$ cat config.mk
export PLATFORM = sky130hd
export DESIGN_NAME = iaht_way_scan
export DESIGN_NICKNAME = d
export VERILOG_FILES = /design/src/rtl/iaht_pkg.sv /design/src/rtl/iaht_way_scan.sv
export SDC_FILE = /design/constraint.sdc
export NUM_CORES = 1
export LEC_CHECK = 0
export BUFFER_PORTS_ARGS = -buffer_cell sky130_fd_sc_hd__buf_2
export CAP_MARGIN = 20
export CORE_MARGIN = 5
export CORE_UTILIZATION = 38
export CTS_CLUSTER_DIAMETER = 50
export CTS_CLUSTER_SIZE = 8
export DETAILED_ROUTE_END_ITERATION = 10
export PLACE_DENSITY = 0.76
export SLEW_MARGIN = 25
export SYNTH_ARGS = -nofsm -noshare
export SYNTH_HDL_FRONTEND = slang
export SYNTH_SLANG_ARGS = --single-unit
export TNS_END_PERCENT = 5
$ cat constraint.sdc
create_clock -name clk -period 1.8 [get_ports clk]
set_input_delay 0.36 -clock clk [delete_from_list [all_inputs] [get_ports clk]]
set_output_delay 0.36 -clock clk [all_outputs]
set_load 0.01 [all_outputs]
$ cat src/rtl/iaht_pkg.sv
// Shared types and constants of the IPv4 address hash table.
// No dependencies; every other file in rtl/ but iaht_bucket_ram imports this package.
package iaht_pkg;

  localparam int STATUS_W = 3;
  localparam int SLOT_W   = 22;
  localparam int COUNT_W  = 23;
  // Way index wide enough for the largest bucket (16 ways).
  localparam int WAY_IDX_W = 4;

  typedef logic [WAY_IDX_W-1:0] way_idx_t;

  typedef enum logic [STATUS_W-1:0] {
    ST_FOUND     = 3'd0,
    ST_MISS      = 3'd1,
    ST_INSERTED  = 3'd2,
    ST_DUPLICATE = 3'd3,
    ST_FULL      = 3'd4
  } status_t;

  // Running outcome of the way scan over one bucket.
  typedef struct packed {
    logic     hit;
    way_idx_t hit_way;
    logic     free;
    way_idx_t free_way;
  } scan_res_t;

endpackage

$ cat src/rtl/iaht_way_scan.sv
// Shared way comparator: checks one way of a bucket per step and keeps the
// first matching way and the first free way. Depends on iaht_pkg.
module iaht_way_scan #(
  parameter int KEY_W = 12
) (
  input  logic                clk,
  input  logic                step,
  input  logic                first,
  input  iaht_pkg::way_idx_t  way,
  input  logic                entry_valid,
  input  logic [KEY_W-1:0]    entry_low,
  input  logic [KEY_W-1:0]    key_low,
  output iaht_pkg::scan_res_t res
);
  import iaht_pkg::*;

  scan_res_t res_r;
  scan_res_t base;
  scan_res_t res_nxt;
  logic      match;

  assign match = entry_valid && (entry_low == key_low);

  always_comb begin
    base = first ? '0 : res_r;
    res_nxt = base;
    if (match && !base.hit) begin
      res_nxt.hit     = 1'b1;
      res_nxt.hit_way = way;
    end
    if (!entry_valid && !base.free) begin
      res_nxt.free     = 1'b1;
      res_nxt.free_way = way;
    end
  end

  always_ff @(posedge clk) begin
    if (step) begin
      res_r <= res_nxt;
    end
  end

  assign res = res_r;

endmodule

==> summary.txt, run 1 <==
Outcome
  – Outcome: complete, no violations

Pwr
  – Sequential share of power: 0.510
  – Total power: 0.000534 W
  – Clock power share: 0.290
  – Leakage: 0.399 nW
  – VDD IR max: 0.000272 V
  – P_sw: 0.000130 W
  – P_int: 0.000404 W
  – Pwr/cell area: 643 mW/mm²
  – Switch share: 0.243
  – Comb pwr share: 0.200

Global route
  – Busiest grt layer: met2
  – Overflow after GRT: 0
  – GRT met1 Usage: 0.137
  – M3 GR Usage: 0.0275
  – All-Layer GR Usage: 0.118
  – Largest net degree at the start of global routing: 7
  – M2 GR Usage: 0.183
  – First-pass GRT wire length: 2240 µm
  – Initial antenna violation count: 0
  – Vias in the first global route: 566

Route
  – Routed wire per std cell: 11.1 µm
  – Final ANT Viol Nets: 0
  – Vias/cell: 4.73
  – DRT Wirelength: 1250 µm
  – 1st-pass router iterations: 3
  – Remaining DRCs: 0
  – DR vias: 534
  – Iter 0 DRT Violations: 6

Layout
  – Final antenna diode count: 0
  – Layout cell share with drive strength beyond 1: 0.495
  – Max reg flops: 10
  – Layout area overhead: 45.3%
  – Layout net count: 130
  – FF+latch area: 300 µm²
  – Most common cell after layout, fill and taps aside: buf_2
  – Multi-input gate area in the final layout: 249 µm²
  – Commonest non-fill, non-tap cells in the layout: buf_2, edfxtp_1, xor2_1
  – Final instance area: 831 µm²
  – # fillers: 138

Worst hold path
  – Worst min path class: primary input to register

Logic synthesis
  – Sequential fraction of the synthesis area: 0.525
  – Mapped Area: 572 µm²
  – Syn Area/Cell: 11.2 µm²
  – Net Count, Synth: 83
  – Count of different cell masters after synthesis: 19
  – Synthesized instance count: 51
  – Synth Register Bits: 10
  – Yosys warnings: 0

STA
  – Final WS setup: 379 ps
  – Worst-margin pin slew: 317 ps
  – Hold Vio Cnt, Final: 0
  – Hold_ws: 360 ps
  – Unrepaired setup endpoints after global routing: false
  – Fmax: 704 MHz
  – Slew Limit Fails: 0
  – Clock Skew: 3.65 ps
  – Setup TNS: 0 ps
  – Max-slew headroom: 0.787
  – Fin crit share: 0.790
  – Tmin final: 1420 ps
  – Final setup violation count: 0

Clock network
  – CTS Hold Bufs: 0
  – Clk slew on worst S/H paths: 70 ps
  – CTS tree: yes
  – # H-tree levels: 1
  – Root Buffer: clkbuf_4
  – Post_cts resized: 0
  – Worst skew pair latency: 260 ps
  – Clk buf depth: 2
  – Inserted Clock Buffers: 3
  – CTS sink cnt: 10
  – # Post-CTS Setup Buffers: 0

Placement
  – Cell Area, Placed: 805 µm²
  – Worst slack at placement: 97.0 ps
  – PortBufs: 41
  – Placer congestion estimate: 0.733

Die
  – Core area: 0.00147 mm²
  – Die area: 0.00238 mm²
  – Die Span Y: 48.8 µm
  – Die Wd: 48.8 µm
  – Initial core utilization: 0.389
  – FP Rows: 14
  – I/O Pins: 42

Worst setup path
  – WS Path Type: primary input to register
  – CP Capture Type: register
  – Worst Setup Start Kind: primary input
  – Crit-path max FO: 4
  – R2r setup slk: 410 ps
  – CP Data Required Time: 1730 ps
  – Critical Path AT: 1360 ps

Flow run
  – Max-cap viol count: 0
-- cell type report --
| class | count | share of cell area |
|---|---|---|
| sequential | 10 | 0.361 |
| clock buffer | 3 | 0.0271 |
| tap | 16 | 0.0241 |
| clock inverter | 1 | 0.00452 |
| timing repair buffer | 42 | 0.256 |
| multi-input combinational | 35 | 0.300 |
| inverter | 6 | 0.0271 |
-- power groups by stage --
| stage | clock network, W | logic (W) | registers, W |
|---|---|---|---|
| 4_1_cts | 0.000160 | 0.000109 | 0.000273 |
| 3_5_place_dp | 0 | 0.000108 | 0.000278 |
| 5_1_grt | 0.000171 | 0.000119 | 0.000274 |
| 2_1_floorplan | 0 | 0.0000430 | 0.000284 |
| 3_3_place_gp | 0 | 0.000105 | 0.000277 |
| 6_report | 0.000155 | 0.000107 | 0.000272 |
-- layer usage --
layer,vias up,wire length (µm)
met5,-,0
li1,266,-
met3,4,158
met1,225,487
met2,39,577
met4,0,28
-- final timing paths --
check	startpoint	to	depth (start not counted)
hold / removal	step	res[4]	1
setup / recovery	key_low[2]	res[6]	5
hold reg to reg	res[9]	res[9]	2
setup reg to reg	res[9]	res[6]	4
-- cell families after synthesis --
logic type	after synthesis	synth area share
AO/OA/AOI/OAI	5	0.0481
XOR/XNOR	12	0.197
buffers and inverters	6	0.0394
flip-flops	10	0.525
AND/OR/NAND/NOR	18	0.190
-- per-stage QoR --
stage                util  std cells
floorplan               -         51
global placement    0.547        109
detailed placement  0.547        109
CTS                 0.565        113
global route        0.565        113
finish              0.565        113
-- critical path, stage by stage --
cell	delay, ps
buf_2	100
xor2_1	160
nor4_2	290
nand4_2	140
o21ai_1	310
-- synth_stat cells --
cell / count / area share
edfxtp_1: 10 / 0.53
o21ai_0: 1 / 0.0087
o21a_1: 1 / 0.013
nor2_1: 3 / 0.020
and2_1: 4 / 0.044
nand3_1: 1 / 0.0087
a21oi_1: 1 / 0.0087
nand2b_1: 1 / 0.011
inv_1: 6 / 0.039
and3_1: 1 / 0.011
xnor2_2: 1 / 0.028
xnor2_1: 3 / 0.046
nand2_1: 1 / 0.0066
nand4_1: 1 / 0.011
nor4_2: 1 / 0.022
nor3_1: 4 / 0.035
xor2_1: 8 / 0.12
o21ai_1: 2 / 0.018
nand4_2: 1 / 0.022
Power figures use the tool's default switching activity.
==> run 2, diff against run 1 <==
==> constraint.sdc (replaced) <==
create_clock -name clk -period 1.37 [get_ports clk]
set_input_delay 0.274 -clock clk [delete_from_list [all_inputs] [get_ports clk]]
set_output_delay 0.274 -clock clk [all_outputs]
set_load 0.01 [all_outputs]
==> run 2 against run 1 <==
Net effect:
- global-route usage down 0.60 points
- cell count rose by 0.88%
- via count down 2.8%
- final area increased by 3.0%
- first-iteration DRC count down 50%
==> summary.txt, run 2 (synthesized netlist as in run 1, its figures left out) <==
STA
  – Clock Skew: 6.99 ps (was 3.65 ps)
  – Unrepaired setup endpoints after global routing: true (was false)
  – Hold Vio Cnt, Final: 0 (unchanged)
  – Fmax: 755 MHz
  – Final setup violation count: 0 (unchanged)
  – Max-slew headroom: 0.842 (was 0.787)
  – Tmin final: 1320 ps
  – Worst-margin pin slew: 235 ps (was 317 ps)
  – Setup TNS: 0 ps (unchanged)
  – Fin crit share: 0.967
  – Slew Limit Fails: 0 (unchanged)

Route
  – DRT Wirelength: 1280 µm (was 1250 µm)
  – 1st-pass router iterations: 2 (was 3)
  – Vias/cell: 4.55 (was 4.73)
  – Iter 0 DRT Violations: 3 (was 6)
  – DR vias: 519 (was 534)
  – Routed wire per std cell: 11.3 µm (was 11.1 µm)
  – Final ANT Viol Nets: 0 (unchanged)
  – Remaining DRCs: 0 (unchanged)

Clock network
  – CTS tree: yes (unchanged)
  – # H-tree levels: 1 (unchanged)
  – Clk slew on worst S/H paths: 60 ps (was 70 ps)
  – Inserted Clock Buffers: 3 (unchanged)
  – CTS Hold Bufs: 0 (unchanged)
  – Worst skew pair latency: 260 ps (about the same)
  – CTS sink cnt: 10 (unchanged)
  – Root Buffer: clkbuf_4 (unchanged)
  – Clk buf depth: 2 (unchanged)

Layout
  – Layout net count: 132 (was 130)
  – Final antenna diode count: 0 (unchanged)
  – Most common cell after layout, fill and taps aside: buf_2 (unchanged)
  – Commonest non-fill, non-tap cells in the layout: buf_2, edfxtp_1, xor2_1 (unchanged)
  – FF+latch area: 300 µm² (unchanged)
  – Layout area overhead: 49.7% (was 45.3%)
  – Layout cell share with drive strength beyond 1: 0.541 (was 0.495)
  – Multi-input gate area in the final layout: 263 µm² (was 249 µm²)
  – Max reg flops: 10 (unchanged)
  – Non-Filler Instances: 114 (was 113)
  – # fillers: 143 (was 138)

Pwr
  – VDD IR max: 0.000426 V (was 0.000272 V)
  – Switch share: 0.237 (was 0.243)
  – P_int: 0.000533 W (was 0.000404 W)
  – Leakage: 0.403 nW (was 0.399 nW)
  – P_sw: 0.000166 W (was 0.000130 W)
  – Comb pwr share: 0.210 (was 0.200)
  – Clock power share: 0.278 (was 0.290)
  – Sequential share of power: 0.513 (was 0.510)
  – Pwr/cell area: 816 mW/mm² (was 643 mW/mm²)

Die
  – FP Rows: 14 (unchanged)
  – Die area: 0.00238 mm² (unchanged)
  – Die Wd: 48.8 µm (unchanged)
  – I/O Pins: 42 (unchanged)
  – Die Span Y: 48.8 µm (unchanged)
  – Initial core utilization: 0.389 (unchanged)
  – Core area: 0.00147 mm² (unchanged)

Worst setup path
  – CP Capture Type: register (unchanged)
  – Crit-path max FO: 4 (unchanged)
  – WS Path Type: register to register (was primary input to register)
  – CP bufs+invs: 0 (was 1)
  – CP Data Required Time: 1320 ps (was 1730 ps)
  – R2r setup slk: 50 ps (was 410 ps)
  – Max stage delay cell, worst path: edfxtp_1 (was o21ai_1)
  – Critical Path AT: 1270 ps (was 1360 ps)
  – Worst Setup Start Kind: register (was primary input)
  – CP Cell Sequence: nand2b_1 > and3_4 > nand4_1 > o21ai_2 (was buf_2 > xor2_1 > nor4_2 > nand4_2 > o21ai_1)
  – Worst path top cell family by delay: flip-flops (was simple AND/OR/NAND/NOR gates)
  – CP peak stage delay: 400 ps (was 310 ps)

Global route
  – Vias in the first global route: 522 (was 566)
  – Initial antenna violation count: 0 (unchanged)
  – Largest net degree at the start of global routing: 6 (was 7)
  – Overflow after GRT: 0 (unchanged)
  – All-Layer GR Usage: 0.112 (was 0.118)
  – First-pass GRT wire length: 2010 µm (was 2240 µm)

Worst hold path
  – Worst min path class: primary input to register (unchanged)

Placement
  – Placer congestion estimate: 0.729 (was 0.733)
  – PortBufs: 41 (unchanged)
  – Cell count after placement: 110 (was 109)
  – HPWL after DPL: 1110 µm

Flow run
  – Max-cap viol count: 0 (unchanged)

Outcome
  – Outcome: complete, no violations (unchanged)
==> run 2: layer usage <==
layer	wire length [µm]	global-route usage	part of all wire
met1	495	0.119	0.39
met4	50	0.121	0.039
met2	594	0.170	0.46
met5	0	0	0
met3	143	0.0275	0.11
==> run 2: area by class of cell <==
| type | count | area share |
|---|---|---|
| clock buffer | 3 | 0.0263 |
| tap | 16 | 0.0234 |
| inverter | 6 | 0.0263 |
| timing repair buffer | 44 | 0.266 |
| multi-input combinational | 35 | 0.307 |
| sequential | 10 | 0.351 |
==> run 2: stage by stage <==
| stage | instance area (µm²) | total power (W) | util | hold slack, ps | setup slack [ps] |
|---|---|---|---|---|---|
| after floorplan | 576 | 0.000430 | - | 386 | -43.9 |
| after global placement | 816 | 0.000504 | 0.554 | 540 | -117 |
| after detailed placement | 816 | 0.000507 | 0.554 | 542 | -190 |
| after CTS | 838 | 0.000700 | 0.570 | 264 | 15.9 |
| after global routing | 856 | 0.000734 | 0.582 | 272 | -32.8 |
| final | 856 | 0.000698 | 0.582 | 272 | 45.9 |
==> run 2: path summary, 6_finish.rpt <==
path / depth (start not counted) / endpoint / start
hold reg to reg: 2 / res[9] / res[9]
hold / removal: 1 / res[4] / step
setup reg to reg: 4 / res[7] / res[9]
setup / recovery: 4 / res[7] / res[9]
==> run 2: power groups by stage <==
stage	Sequential (W)	Combinational, W	Clock (W)
global placement	0.000364	0.000140	0
detailed placement	0.000365	0.000143	0
finish	0.000358	0.000147	0.000194
global route	0.000360	0.000162	0.000212
CTS	0.000358	0.000143	0.000199
floorplan	0.000373	0.0000572	0
==> run 2: what timing repair did <==
action / 4_1_cts / 5_1_grt
buffers inserted: 0 / 1
gates resized for setup: 0 / 2
setup endpoints to repair: 0 / 4
==> run 2: worst register-to-register path: stages (launching register included) <==
cell,delay [ps]
edfxtp_1,400
nand2b_1,110
and3_4,180
nand4_1,80
o21ai_2,230
